==> src/rtl/rtdb_pkg.sv <==
// Shared types and constants for the radix text-to-byte decoder.
// Holds the character codes, radix codes and the digit decode function.
// No dependencies.
`timescale 1ns / 1ps
`default_nettype none

package rtdb_pkg;

  localparam int CHAR_W = 8;
  localparam int BYTE_W = 8;
  localparam int ADDR_W = 32;
  localparam int DATA_W = 32;
  localparam int PART_W = 7;
  localparam int COUNT_W = 3;
  localparam int DIGIT_W = 4;

  typedef enum logic [1:0] {
    RADIX_HEX = 2'd0,
    RADIX_OCT = 2'd1,
    RADIX_BIN = 2'd2,
    RADIX_OFF = 2'd3
  } radix_t;

  typedef enum logic [0:0] {
    REG_RADIX_MODE    = 1'b0,
    REG_START_ADDRESS = 1'b1
  } reg_index_t;

  // Position of the last digit of a group for each radix.
  localparam logic [COUNT_W-1:0] LAST_HEX = 3'd1;
  localparam logic [COUNT_W-1:0] LAST_OCT = 3'd2;
  localparam logic [COUNT_W-1:0] LAST_BIN = 3'd7;

  localparam logic [CHAR_W-1:0] CH_ZERO  = 8'h30;
  localparam logic [CHAR_W-1:0] CH_ONE   = 8'h31;
  localparam logic [CHAR_W-1:0] CH_SEVEN = 8'h37;
  localparam logic [CHAR_W-1:0] CH_NINE  = 8'h39;
  localparam logic [CHAR_W-1:0] CH_LOW_A = 8'h61;
  localparam logic [CHAR_W-1:0] CH_LOW_F = 8'h66;
  localparam logic [CHAR_W-1:0] CH_UP_A  = 8'h41;
  localparam logic [CHAR_W-1:0] CH_UP_F  = 8'h46;
  localparam logic [CHAR_W-1:0] CH_HASH  = 8'h23;
  localparam logic [CHAR_W-1:0] CH_SEMI  = 8'h3B;
  localparam logic [CHAR_W-1:0] CH_LF    = 8'h0A;
  localparam logic [CHAR_W-1:0] CH_CR    = 8'h0D;

  localparam logic [CHAR_W-1:0] DIGIT_OFFSET = 8'd48;
  localparam logic [CHAR_W-1:0] LOWER_OFFSET = 8'd87;
  localparam logic [CHAR_W-1:0] UPPER_OFFSET = 8'd55;

  typedef struct packed {
    logic               valid;
    logic [DIGIT_W-1:0] value;
  } digit_t;

  function automatic digit_t digit_decode(radix_t mode, logic [CHAR_W-1:0] c);
    digit_t d;
    d.valid = 1'b0;
    d.value = '0;
    unique case (mode)
      RADIX_HEX: begin
        if (c >= CH_ZERO && c <= CH_NINE) begin
          d.valid = 1'b1;
          d.value = DIGIT_W'(c - DIGIT_OFFSET);
        end else if (c >= CH_LOW_A && c <= CH_LOW_F) begin
          d.valid = 1'b1;
          d.value = DIGIT_W'(c - LOWER_OFFSET);
        end else if (c >= CH_UP_A && c <= CH_UP_F) begin
          d.valid = 1'b1;
          d.value = DIGIT_W'(c - UPPER_OFFSET);
        end
      end
      RADIX_OCT: begin
        if (c >= CH_ZERO && c <= CH_SEVEN) begin
          d.valid = 1'b1;
          d.value = DIGIT_W'(c - DIGIT_OFFSET);
        end
      end
      RADIX_BIN: begin
        if (c == CH_ZERO || c == CH_ONE) begin
          d.valid = 1'b1;
          d.value = DIGIT_W'(c - DIGIT_OFFSET);
        end
      end
      RADIX_OFF: begin
        d.valid = 1'b0;
      end
    endcase
    return d;
  endfunction

endpackage

`default_nettype wire

==> src/rtl/rtdb_if.sv <==
// Request channels of the radix text-to-byte decoder: the character input
// channel and the byte result channel. Depends on rtdb_pkg.
`timescale 1ns / 1ps
`default_nettype none

interface rtdb_in_if import rtdb_pkg::*; ();
  logic              valid;
  logic              ready;
  logic [CHAR_W-1:0] char_code;
  logic              file_start;
  logic              pass_start;
  logic              emit;

  modport source (output valid, char_code, file_start, pass_start, emit, input ready);
  modport sink (input valid, char_code, file_start, pass_start, emit, output ready);
endinterface

interface rtdb_out_if import rtdb_pkg::*; ();
  logic              valid;
  logic              ready;
  logic [BYTE_W-1:0] byte_value;
  logic [ADDR_W-1:0] byte_address;

  modport source (output valid, byte_value, byte_address, input ready);
  modport sink (input valid, byte_value, byte_address, output ready);
endinterface

`default_nettype wire

==> src/rtl/radix_text_to_byte_decoder_top.sv <==
// Radix text-to-byte decoder: input register, decode logic and result register.
// Depends on rtdb_pkg and the channel interfaces in rtdb_if.sv.
`timescale 1ns / 1ps
`default_nettype none

// The block takes one text character per cycle and returns one result per
// completed byte when emit is set. A request is captured in an input
// register; the decode logic then updates the digit, comment and address
// state from it and loads the result register, which drives the output.
// The input register is freed every cycle unless it holds a byte-completing
// character with emit set while the result register still waits for the
// sink, so with a ready sink the rate is one character per cycle.
// Configuration writes (radix and start address) take effect at once and
// belong between streams.
module radix_text_to_byte_decoder_top import rtdb_pkg::*; (
  input  wire logic              clk,
  input  wire logic              rst,
  input  wire logic              cfg_we,
  input  wire reg_index_t        cfg_index,
  input  wire logic [DATA_W-1:0] cfg_data,
  rtdb_in_if.sink                in_ch,
  rtdb_out_if.source             out_ch
);

  radix_t              radix_mode;
  logic [ADDR_W-1:0]   start_address;

  logic                in_full;
  logic [CHAR_W-1:0]   in_char;
  logic                in_file_start;
  logic                in_pass_start;
  logic                in_emit;

  logic [PART_W-1:0]   partial_value, partial_value_next;
  logic [COUNT_W-1:0]  digit_count, digit_count_next;
  logic                in_comment, in_comment_next;
  logic [ADDR_W-1:0]   byte_counter, byte_counter_next;

  logic                out_valid, out_valid_next;
  logic [BYTE_W-1:0]   out_value;
  logic [ADDR_W-1:0]   out_address;

  logic [PART_W-1:0]   pv0;
  logic [COUNT_W-1:0]  dc0;
  logic                ic0;
  logic [ADDR_W-1:0]   bc0;
  digit_t              dig;
  logic [COUNT_W-1:0]  last;
  logic [10:0]         group;
  logic                produce;
  logic                advance;

  always_comb begin
    pv0 = in_file_start ? '0 : partial_value;
    dc0 = in_file_start ? '0 : digit_count;
    ic0 = in_file_start ? 1'b0 : in_comment;
    bc0 = in_pass_start ? start_address : byte_counter;
    dig = digit_decode(radix_mode, in_char);

    unique case (radix_mode)
      RADIX_HEX: begin
        last  = LAST_HEX;
        group = {pv0, dig.value};
      end
      RADIX_OCT: begin
        last  = LAST_OCT;
        group = {1'b0, pv0, dig.value[2:0]};
      end
      RADIX_BIN: begin
        last  = LAST_BIN;
        group = {3'b000, pv0, dig.value[0]};
      end
      RADIX_OFF: begin
        last  = LAST_BIN;
        group = '0;
      end
    endcase

    partial_value_next = pv0;
    digit_count_next   = dc0;
    in_comment_next    = ic0;
    byte_counter_next  = bc0;
    produce            = 1'b0;

    // An unused radix leaves everything but the start flags alone.
    if (radix_mode != RADIX_OFF) begin
      if (ic0) begin
        if (in_char == CH_LF || in_char == CH_CR) begin
          in_comment_next = 1'b0;
        end
      end else if (in_char == CH_HASH || in_char == CH_SEMI) begin
        in_comment_next = 1'b1;
      end else if (dig.valid) begin
        if (dc0 >= last) begin
          partial_value_next = '0;
          digit_count_next   = '0;
          byte_counter_next  = bc0 + ADDR_W'(1);
          produce            = in_emit;
        end else begin
          partial_value_next = (dc0 == '0) ? PART_W'(dig.value) : group[PART_W-1:0];
          digit_count_next   = dc0 + COUNT_W'(1);
        end
      end
    end
  end

  assign advance      = in_full && (!produce || !out_valid || out_ch.ready);
  assign in_ch.ready  = !in_full || advance;

  always_comb begin
    if (advance && produce) begin
      out_valid_next = 1'b1;
    end else if (out_ch.ready) begin
      out_valid_next = 1'b0;
    end else begin
      out_valid_next = out_valid;
    end
  end

  always_ff @(posedge clk) begin
    if (rst) begin
      radix_mode    <= RADIX_HEX;
      start_address <= '0;
      in_full       <= 1'b0;
      out_valid     <= 1'b0;
      partial_value <= '0;
      digit_count   <= '0;
      in_comment    <= 1'b0;
      byte_counter  <= '0;
    end else begin
      if (cfg_we) begin
        unique case (cfg_index)
          REG_RADIX_MODE:    radix_mode    <= radix_t'(cfg_data[1:0]);
          REG_START_ADDRESS: start_address <= cfg_data[ADDR_W-1:0];
        endcase
      end
      if (in_ch.valid && in_ch.ready) begin
        in_full <= 1'b1;
      end else if (advance) begin
        in_full <= 1'b0;
      end
      if (advance) begin
        partial_value <= partial_value_next;
        digit_count   <= digit_count_next;
        in_comment    <= in_comment_next;
        byte_counter  <= byte_counter_next;
      end
      out_valid <= out_valid_next;
    end
  end

  always_ff @(posedge clk) begin
    if (in_ch.valid && in_ch.ready) begin
      in_char       <= in_ch.char_code;
      in_file_start <= in_ch.file_start;
      in_pass_start <= in_ch.pass_start;
      in_emit       <= in_ch.emit;
    end
    if (advance && produce) begin
      out_value   <= group[BYTE_W-1:0];
      out_address <= bc0;
    end
  end

  assign out_ch.valid        = out_valid;
  assign out_ch.byte_value   = out_value;
  assign out_ch.byte_address = out_address;

endmodule

`default_nettype wire

==> src/flat_wrapper.sv <==
// flat-port wrapper written by rule: the top's interface ports become plain ports
module radix_text_to_byte_decoder_top_flat import rtdb_pkg::*;
  (clk, rst, cfg_we, cfg_index, cfg_data, in_ch_valid, in_ch_char_code, in_ch_file_start, in_ch_pass_start, in_ch_emit, in_ch_ready, out_ch_valid, out_ch_byte_value, out_ch_byte_address, out_ch_ready);
  rtdb_in_if in_ch_i ();
  rtdb_out_if out_ch_i ();
  input  wire logic clk;
  input  wire logic rst;
  input  wire logic cfg_we;
  input  wire reg_index_t cfg_index;
  input  wire logic [DATA_W-1:0] cfg_data;
  input wire logic [$bits(in_ch_i.valid)-1:0] in_ch_valid;
  input wire logic [$bits(in_ch_i.char_code)-1:0] in_ch_char_code;
  input wire logic [$bits(in_ch_i.file_start)-1:0] in_ch_file_start;
  input wire logic [$bits(in_ch_i.pass_start)-1:0] in_ch_pass_start;
  input wire logic [$bits(in_ch_i.emit)-1:0] in_ch_emit;
  output wire logic [$bits(in_ch_i.ready)-1:0] in_ch_ready;
  output wire logic [$bits(out_ch_i.valid)-1:0] out_ch_valid;
  output wire logic [$bits(out_ch_i.byte_value)-1:0] out_ch_byte_value;
  output wire logic [$bits(out_ch_i.byte_address)-1:0] out_ch_byte_address;
  input wire logic [$bits(out_ch_i.ready)-1:0] out_ch_ready;
  assign in_ch_i.valid = in_ch_valid;
  assign in_ch_i.char_code = in_ch_char_code;
  assign in_ch_i.file_start = in_ch_file_start;
  assign in_ch_i.pass_start = in_ch_pass_start;
  assign in_ch_i.emit = in_ch_emit;
  assign in_ch_ready = in_ch_i.ready;
  assign out_ch_valid = out_ch_i.valid;
  assign out_ch_byte_value = out_ch_i.byte_value;
  assign out_ch_byte_address = out_ch_i.byte_address;
  assign out_ch_i.ready = out_ch_ready;
  radix_text_to_byte_decoder_top u_core (.clk(clk), .rst(rst), .cfg_we(cfg_we), .cfg_index(cfg_index), .cfg_data(cfg_data), .in_ch(in_ch_i), .out_ch(out_ch_i));
endmodule
==> config.mk <==
export PLATFORM = sky130hd
export DESIGN_NAME = radix_text_to_byte_decoder_top_flat
export DESIGN_NICKNAME = d
export VERILOG_FILES = /design/src/rtl/rtdb_pkg.sv /design/src/rtl/rtdb_if.sv /design/src/rtl/radix_text_to_byte_decoder_top.sv /design/src/flat_wrapper.sv
export SDC_FILE = /design/constraint.sdc
export NUM_CORES = 1
export LEC_CHECK = 0
export BUFFER_PORTS_ARGS = -buffer_cell sky130_fd_sc_hd__buf_2
export CAP_MARGIN = 0
export CORE_MARGIN = 1
export CORE_UTILIZATION = 31
export DETAILED_ROUTE_END_ITERATION = 8
export PLACE_DENSITY = 0.56
export SETUP_SLACK_MARGIN = 0.02
export SLEW_MARGIN = 20
export SYNTH_ARGS = -nofsm -noshare
export SYNTH_HDL_FRONTEND = slang
export SYNTH_SLANG_ARGS = --single-unit
==> constraint.sdc <==
create_clock -name clk -period 10.8 [get_ports clk]
set_input_delay 2.16 -clock clk [delete_from_list [all_inputs] [get_ports clk]]
set_output_delay 2.16 -clock clk [all_outputs]
set_load 0.01 [all_outputs]
==> flow_summary.ini, run 1 <==
[worst_setup_path]
cp.required_ns = 8.64
crit_chain = or2_2, inv_1, ha_1, and2_1, a21boi_0, nor4_1, a21o_1, nand4_1, buf_2
crit_fanout = 22
worstSetupPathType = register to primary output
end_kind = primary output
crit_slowest_cell = dfxtp_1
critPathLaunchType = register
worst_path_largest_cell_delay_ns = 0.66
worstPathArrival_ns = 3.48
r2r_slack_ns = 6.35

[sta]
max_freq_mhz = 177
tightestPinTransition_ns = 1.06
setup_viol = 0
hold_viol = 0
clock_skew_ns = 0.00968
period_needed_ns = 5.64
drv_slew = 0
relSlewSlack = 0.291
timing.final.crit_share = 0.522
tns_ns = 0
rsz0062_at_grt = false
worst_slack_ns = 5.16

[clock_network]
htree_levels = 4
clk_path_buf_depth = 2
cts_setup_buffers = 0
cts_made_buffers = 17
ctsRootBufferMaster = clkbuf_16
tritoncts = yes
cts_resized = 0
holdBufCountCts = 0
insertion_delay_ns = 0.42
clock-sinks = 130
clk_pin_slew_ns = 0.06

[power]
power.density_nw_per_um2 = 158
fin_total_pwr_mw = 1.19
ir_drop_mv = 0.0995
leakage_nw = 2.83

[finish]
multi_input_area_um2 = 2920
syn_to_final_growth_pct = 19.4
final_common_cell = nand2_1
antenna-diode-count = 0
drive_gt1_frac = 0.226
final_cell_mix = 104 x nand2_1, 90 x buf_2, 79 x dfxtp_1
fillers = 1989
register_area_um2 = 3110
nNetsFinal = 781

[logic_synthesis]
ys_async_sr_fraction = 0
synth_area_leader_cell = dfxtp_1
syn_area_um2 = 6300
ys_top_cells_by_area = dfxtp_1 25%, edfxtp_1 24%, nand2_1 6.3%, a21oi_1 4.3%, mux2_2 3.4%
ys_ff_latch = 130
synth_ff_type = dfxtp_1
netlist.area_leader.share = 0.251
ys_seq_area_frac = 0.494
synth.distinct_cells = 69
ys_warn_count = 0
synth-edff-count = 51
syn_nets = 706
synth_area_per_cell_um2 = 9.74
syn_inst = 647

[place]
dp_slack_ns = 5.58
place.port_buffers = 90
place_congestion = 0.774
dpl.hpwl_um = 10500

[global_routing]
grt_max_degree = 58
grt_pass1_wl_um = 25100
grt_pass1_vias = 4734
antenna_found_initial = 0
gr-total-overflow = 0
gr-usage-all-layers = 0.159

[die]
fp.dieW_um = 145
die_y_um = 145
start_util = 0.320
io_pins = 91
fp-row-count = 51
fp.dieArea_um2 = 20900
coreArea_um2 = 19700

[min_path]
min_path_type = register to register

[outcome]
status = complete, no violations

[drt]
drc = 0
top_layer = met4
drtAntennaViolNets = 0
wl_met1_um = 7710
vias = 4909
first_iter_violations = 318
routed_wl_um = 15600
post_drt_wl_per_cell_um = 15.6
first_pass_iters = 4
vias_per_cell = 4.91
dr_wl_met3_um = 676
wl_met2_um = 7060

[run]
max_cap_viol_count = 0
[cells by family (layout without fill, tap and decap cells)]
| family | Yosys count | count (layout) | share of synthesized area |
|---|---|---|---|
| multiplexers | 34 | 34 | 0.0577 |
| AO/OA/AOI/OAI | 135 | 135 | 0.141 |
| XOR/XNOR | 25 | 25 | 0.0347 |
| buffers and inverters | 61 | 149 | 0.0433 |
| adder cells (fa/ha/maj) | 10 | 10 | 0.0198 |
| flip-flops | 130 | 130 | 0.494 |
| AND/OR/NAND/NOR | 252 | 252 | 0.209 |
[where the power goes]
group          switching (mW)  internal, mW  leakage, nW  total (mW)
clock network           0.219         0.362        0.287       0.581
logic                  0.0472        0.0303         1.42      0.0775
registers              0.0123         0.521         1.12       0.533
[flip-flops by register name, indices dropped and copies added, names as in the netlist]
register,cells
u_core.byte_counter,32
u_core.digit_count,3
u_core.in_char,8
u_core.in_comment,1
u_core.in_emit,1
u_core.in_file_start,1
u_core.in_full,1
u_core.in_pass_start,1
u_core.out_ch.byte_address,32
u_core.out_ch.byte_value,8
u_core.out_ch.valid,1
u_core.partial_value,7
u_core.radix_mode,2
u_core.start_address,32
[worst paths after layout]
check | from | to | depth (start not counted)
max | u_core.radix_mode[1] | in_ch_ready | 9
max reg2reg | u_core.radix_mode[1] | u_core.out_ch.byte_address[18] | 10
min | u_core.start_address[20] | u_core.start_address[20] | 2
min reg2reg | u_core.start_address[20] | u_core.start_address[20] | 2
[area by class of cell]
type	count	area share
inverters	23	0.0115
multi-input cells	456	0.388
repair buffers	94	0.0638
clock inverters	14	0.0218
clock buffers	18	0.0570
flip-flops and latches	130	0.414
well taps	265	0.0440
[metrics by stage]
stage | instances | area (um^2) | hold WS (ns) | utilization
final | 1000 | 7530 | 0.453 | 0.382
after global routing | 1000 | 7530 | 0.473 | 0.382
after CTS | 1000 | 7530 | 0.449 | 0.382
after detailed placement | 968 | 6930 | 0.442 | 0.352
after global placement | 968 | 6930 | 0.440 | 0.352
after floorplan | 647 | 6300 | 0.429 | -
[Yosys cell counts (3+ instances only)]
master / n
nand2_1: 105
a21oi_1: 54
a21o_1: 6
a32oi_1: 4
mux2_2: 19
a31oi_1: 3
ha_1: 10
nor2_1: 26
clkbuf_1: 19
a211oi_1: 3
nor4_4: 3
o21bai_1: 4
or2_2: 3
buf_4: 4
o2bb2ai_1: 14
nand3_1: 38
o21ai_0: 16
o21ai_1: 6
and2_1: 6
nand3b_1: 5
inv_1: 23
xor2_1: 3
mux2i_1: 15
xnor2_1: 22
nor2b_1: 5
edfxtp_1: 51
nand4_1: 9
or3_1: 4
dfxtp_1: 79
buf_2: 11
nor4_1: 5
nand2b_1: 10
nor3_1: 14
a22oi_1: 3
[critical path: cells and delay by family (launching register included)]
kind            cells  cell delay, ns
compound gates      2            0.78
buf+inv             2            0.27
flops               1            0.66
fa+ha+maj           1            0.27
simple gates        4            1.08
[routing by layer]
layer / global-route usage / vias to the layer above
li1: - / 2472
met2: 0.250 / 104
met3: 0.0364 / 8
met5: 0 / -
met4: 0.0665 / 0
met1: 0.209 / 2325
Note: power is estimated with default switching activity, not from simulation.
==> inputs of run 2 (changes only) <==
--- a/config.mk
+++ b/config.mk
@@ -10,7 +10,7 @@
 export CORE_MARGIN = 1
 export CORE_UTILIZATION = 31
 export DETAILED_ROUTE_END_ITERATION = 8
-export PLACE_DENSITY = 0.56
+export PLACE_DENSITY = 0.57
 export SETUP_SLACK_MARGIN = 0.02
 export SLEW_MARGIN = 20
 export SYNTH_ARGS = -nofsm -noshare
==> constraint.sdc (replaced) <==
create_clock -name clk -period 4.94 [get_ports clk]
set_input_delay 0.988 -clock clk [delete_from_list [all_inputs] [get_ports clk]]
set_output_delay 0.988 -clock clk [all_outputs]
set_load 0.01 [all_outputs]
==> run 2 against run 1 <==
  * Clock power is 140% higher
  * Register-to-register slack got worse by 5.6 ns
  * Total power increased by 130%
  * Global-route usage is 0.38 points lower
  * Final cell count is 0.40% higher
  * Critical path depth is the same
  * Die area is the same
  * Clock skew up 0.0014 ns
  * Via count down 0.31%
  * Worst setup slack lost 4.7 ns
==> flow_summary.ini, run 2 (synthesis gave the netlist of run 1 again) <==
[worst_setup_path]
r2r_start = u_core.radix_mode[1]
end_kind = primary output
critPathLaunchType = register
crit_fanout = 22
setup.worst_path.start = u_core.radix_mode[1]
worstSetupPathType = register to primary output
worstPathArrival_ns = 3.46
cp.required_ns = 3.95

[clock_network]
cts_setup_buffers = 0
holdBufCountCts = 0
clk_path_buf_depth = 2
tritoncts = yes
cts_resized = 0
ctsRootBufferMaster = clkbuf_16
htree_levels = 4
clk_pin_slew_ns = 0.05
cts_made_buffers = 17
insertion_delay_ns = 0.42
clock-sinks = 130

[global_routing]
grt_pass1_vias = 4600
gr-usage-all-layers = 0.155
grt_max_degree = 57
antenna_found_initial = 0
gr-total-overflow = 0
grt_pass1_wl_um = 24500

[place]
place_inst = 972
place_congestion = 0.821
dpl.hpwl_um = 10700
place.port_buffers = 90

[sta]
clock_skew_ns = 0.0111
tns_ns = 0
rsz0062_at_grt = false
hold_viol = 0
relSlewSlack = 0.325
max_freq_mhz = 225
period_needed_ns = 4.45
setup_viol = 0
timing.final.crit_share = 0.901
tightestPinTransition_ns = 1.01
drv_slew = 0

[power]
p_clk_frac = 0.510
seqPwrFrac = 0.429
power.switching_mw = 0.610
switching_share = 0.224
combPwrFrac = 0.061
ir_drop_mv = 0.207
p_int_mw = 2.11
power.density_nw_per_um2 = 358
leakage_nw = 2.87

[drt]
vias_per_cell = 4.87
first_iter_violations = 393
drtAntennaViolNets = 0
routed_wl_um = 15500
first_pass_iters = 4
drc = 0
vias = 4894
post_drt_wl_per_cell_um = 15.5

[min_path]
min_from = u_core.start_address[0]
min_path_type = register to register

[die]
fp.dieW_um = 145
coreArea_um2 = 19700
start_util = 0.320
fp.dieArea_um2 = 20900
die_y_um = 145
io_pins = 91
fp-row-count = 51

[finish]
final_common_cell = nand2_1
nNetsFinal = 785
fillers = 1980
antenna-diode-count = 0
syn_to_final_growth_pct = 20.8
register_area_um2 = 3110
final_cells = 1004
drive_gt1_frac = 0.229
multi_input_area_um2 = 2920
final_cell_mix = 105 x nand2_1, 90 x buf_2, 79 x dfxtp_1

[run]
max_cap_viol_count = 0

[outcome]
status = complete, no violations
## run 2: cell count changes in the layout (fill, tap and decap cells not counted), sizes merged
cell    before  now
inv         24   25
clkinv       8    3
buf         94   98
bufinv       3    4
clkbuf      18   21
## run 2: final timing paths
path / to / slack, ns / depth (start not counted)
min: u_core.start_address[0] / 0.46 / 2
max: in_ch_ready / 0.49 / 9
min reg2reg: u_core.start_address[0] / 0.46 / 2
max reg2reg: u_core.out_ch.byte_address[19] / 0.72 / 9
## run 2: area by class of cell
type | instances | share of cell area
multi-input cells | 456 | 0.383
repair buffers | 98 | 0.0670
clock buffers | 21 | 0.0634
inverters | 23 | 0.0113
well taps | 265 | 0.0435
clock inverters | 11 | 0.0227
flip-flops and latches | 130 | 0.409
## run 2: power groups by stage
stage               combinational, mW  sequential, mW  clock (mW)
floorplan                       0.126            1.18           0
global placement                0.166            1.19           0
detailed placement              0.167            1.19           0
CTS                             0.167            1.17        1.41
global route                    0.186            1.17        1.45
finish                          0.166            1.17        1.39
## run 2: worst max-delay path, stage by stage (launching register included)
cell and delay [ns]:
dfxtp_1 0.68, or2_2 0.26, inv_1 0.07, ha_1 0.27, and2_1 0.13, a21boi_0 0.14, nor4_1 0.43, a21o_1 0.63
nand4_1 0.23, buf_2 0.20
## run 2: per-layer routing
layer	part of all wire	vias to the layer above	track usage
li1	-	2485	-
met3	0.048	13	0.0394
met4	0.014	0	0.0565
met1	0.50	2288	0.218
met5	0	-	0
met2	0.44	108	0.227
## run 2: through the flow
| stage | utilization | total power, mW | area [um^2] | hold WS, ns | setup slack [ns] |
|---|---|---|---|---|---|
| final | 0.386 | 2.72 | 7620 | 0.457 | 0.491 |
| after global routing | 0.386 | 2.81 | 7620 | 0.472 | 0.166 |
| after CTS | 0.386 | 2.74 | 7620 | 0.457 | 0.465 |
| after detailed placement | 0.353 | 1.36 | 6960 | 0.447 | 0.740 |
| after global placement | 0.353 | 1.36 | 6960 | 0.439 | 0.851 |
| after floorplan | - | 1.30 | 6300 | 0.429 | 1.26 |
==> inputs of run 3 (changes only) <==
--- a/config.mk
+++ b/config.mk
@@ -5,12 +5,13 @@
 export SDC_FILE = /design/constraint.sdc
 export NUM_CORES = 1
 export LEC_CHECK = 0
-export BUFFER_PORTS_ARGS = -buffer_cell sky130_fd_sc_hd__buf_2
+export BUFFER_PORTS_ARGS = -buffer_cell sky130_fd_sc_hd__clkbuf_2
 export CAP_MARGIN = 0
 export CORE_MARGIN = 1
 export CORE_UTILIZATION = 31
 export DETAILED_ROUTE_END_ITERATION = 8
 export PLACE_DENSITY = 0.57
+export REMOVE_ABC_BUFFERS = 1
 export SETUP_SLACK_MARGIN = 0.02
 export SLEW_MARGIN = 20
 export SYNTH_ARGS = -nofsm -noshare
==> run 3 against run 2 <==
  * Critical path depth stayed put
  * Sequential cell count stayed put
  * Maximum frequency is 3.3% lower
  * Die area stayed put
  * Highest routed layer unchanged
  * Combinational power hardly changed
  * Clock skew is 0.0029 ns lower
  * Non-clock buffer count is 1 higher
==> flow_summary.ini, run 3 (synthesis gave the netlist of run 1 again) <==
[power]
seqPwrFrac = 0.445
ir_drop_mv = 0.169
power.density_nw_per_um2 = 347
leakage_nw = 2.88
combPwrFrac = 0.064
p_int_mw = 2.01
fin_total_pwr_mw = 2.63
p_clk_frac = 0.491
switching_share = 0.237
power.switching_mw = 0.622

[place]
dpl.hpwl_um = 10900
dp_slack_ns = 0.732
place_congestion = 0.830
place.port_buffers = 90

[clock_network]
holdBufCountCts = 0
clock-sinks = 130
ctsRootBufferMaster = clkbuf_16
tritoncts = yes
clk_path_buf_depth = 2
clk_pin_slew_ns = 0.06
cts_made_buffers = 17
htree_levels = 4
cts_resized = 0
cts_setup_buffers = 0
insertion_delay_ns = 0.42

[sta]
clock_skew_ns = 0.00817
timing.final.crit_share = 0.931
hold_viol = 0
setup_viol = 0
period_needed_ns = 4.60
drv_slew = 0
tns_ns = 0
whs_ns = 0.452
tightestPinTransition_ns = 1.05
relSlewSlack = 0.302
max_freq_mhz = 217
rsz0062_at_grt = false
worst_slack_ns = 0.339

[drt]
drc = 0
post_drt_wl_per_cell_um = 15.6
vias_per_cell = 4.86
first_iter_violations = 356
first_pass_iters = 4
vias = 4884
routed_wl_um = 15700
drtAntennaViolNets = 0

[finish]
nNetsFinal = 786
drive_gt1_frac = 0.231
final_common_cell = nand2_1
syn_to_final_growth_pct = 20.2
antenna-diode-count = 0
final_cell_mix = 105 x nand2_1, 90 x clkbuf_2, 79 x dfxtp_1
fillers = 1999

[global_routing]
grt_use_met2 = 0.251
gr-total-overflow = 0
antenna_found_initial = 0
gr-usage-all-layers = 0.158
top_usage_layer = met2
global_route.usage.met1 = 0.209
grt_pass1_wl_um = 24800
grt_pass1_vias = 4693
use_met3 = 0.0311
grt_max_degree = 57

[outcome]
status = complete, no violations

[worst_setup_path]
critPathLaunchType = register
crit_chain = or2_2, inv_1, ha_1, and2_1, a21boi_0, nor4_1, a21o_1, nand4_1, clkbuf_2
path_delay_family = simple AND/OR/NAND/NOR gates
worst_path_largest_cell_delay_ns = 0.69
crit_slowest_cell = dfxtp_1
end_kind = primary output
cp.required_ns = 3.95
worstPathArrival_ns = 3.61
worstSetupPathType = register to primary output
critPathBufInv = 2
crit_fanout = 22

[die]
fp.dieW_um = 145
die_y_um = 145
fp.dieArea_um2 = 20900
io_pins = 91
coreArea_um2 = 19700
start_util = 0.320
fp-row-count = 51

[min_path]
min_path_type = register to register

[run]
max_cap_viol_count = 0
[run 3: routing by layer]
layer,wire length [um],vias to the layer above
met5,0,-
met4,169,0
met3,746,10
met2,7220,104
met1,7580,2277
li1,-,2493
[run 3: final timing paths]
path                                               start                        endpoint  slack, ns  cells after the start
worst max-delay path                u_core.radix_mode[1]                     in_ch_ready       0.34                      9
worst min-delay path            u_core.start_address[20]        u_core.start_address[20]       0.45                      2
worst max register to register      u_core.radix_mode[1]  u_core.out_ch.byte_address[16]       0.70                     10
worst min register to register  u_core.start_address[20]        u_core.start_address[20]       0.45                      2
[run 3: worst register-to-register path: stages, from the launching register on]
cell,delay (ns)
dfxtp_1,0.69
inv_1,0.20
ha_1,0.33
a21oi_1,0.19
a21boi_0,0.37
nor4_1,0.16
a21o_1,0.47
a31oi_1,0.27
buf_4,0.22
and3_2,0.65
buf_4,0.37
[run 3: layout make-up]
type                            instances  area, um^2  share of cell area
Sequential cell                       130        3110               0.411
Multi-Input combinational cell        456        2920               0.385
Timing Repair Buffer                   99         518              0.0684
Clock buffer                           18         429              0.0566
Tap cell                              265         332              0.0438
Clock inverter                         14         178              0.0235
Inverter                               23        86.3              0.0114
[run 3: power groups by stage]
stage	Combinational [mW]	Sequential, mW	Clock [mW]
after CTS	0.171	1.17	1.32
after global placement	0.168	1.19	0
after detailed placement	0.170	1.19	0
after global routing	0.187	1.17	1.36
after floorplan	0.100	1.19	0
final	0.168	1.17	1.29
[run 3: through the flow]
| stage | instance area (um^2) | util | instances |
|---|---|---|---|
| 2_1_floorplan | 6120 | - | 609 |
| 3_3_place_gp | 6970 | 0.353 | 973 |
| 3_5_place_dp | 6970 | 0.353 | 973 |
| 4_1_cts | 7580 | 0.384 | 1005 |
| 5_1_grt | 7580 | 0.384 | 1005 |
| 6_report | 7580 | 0.384 | 1005 |
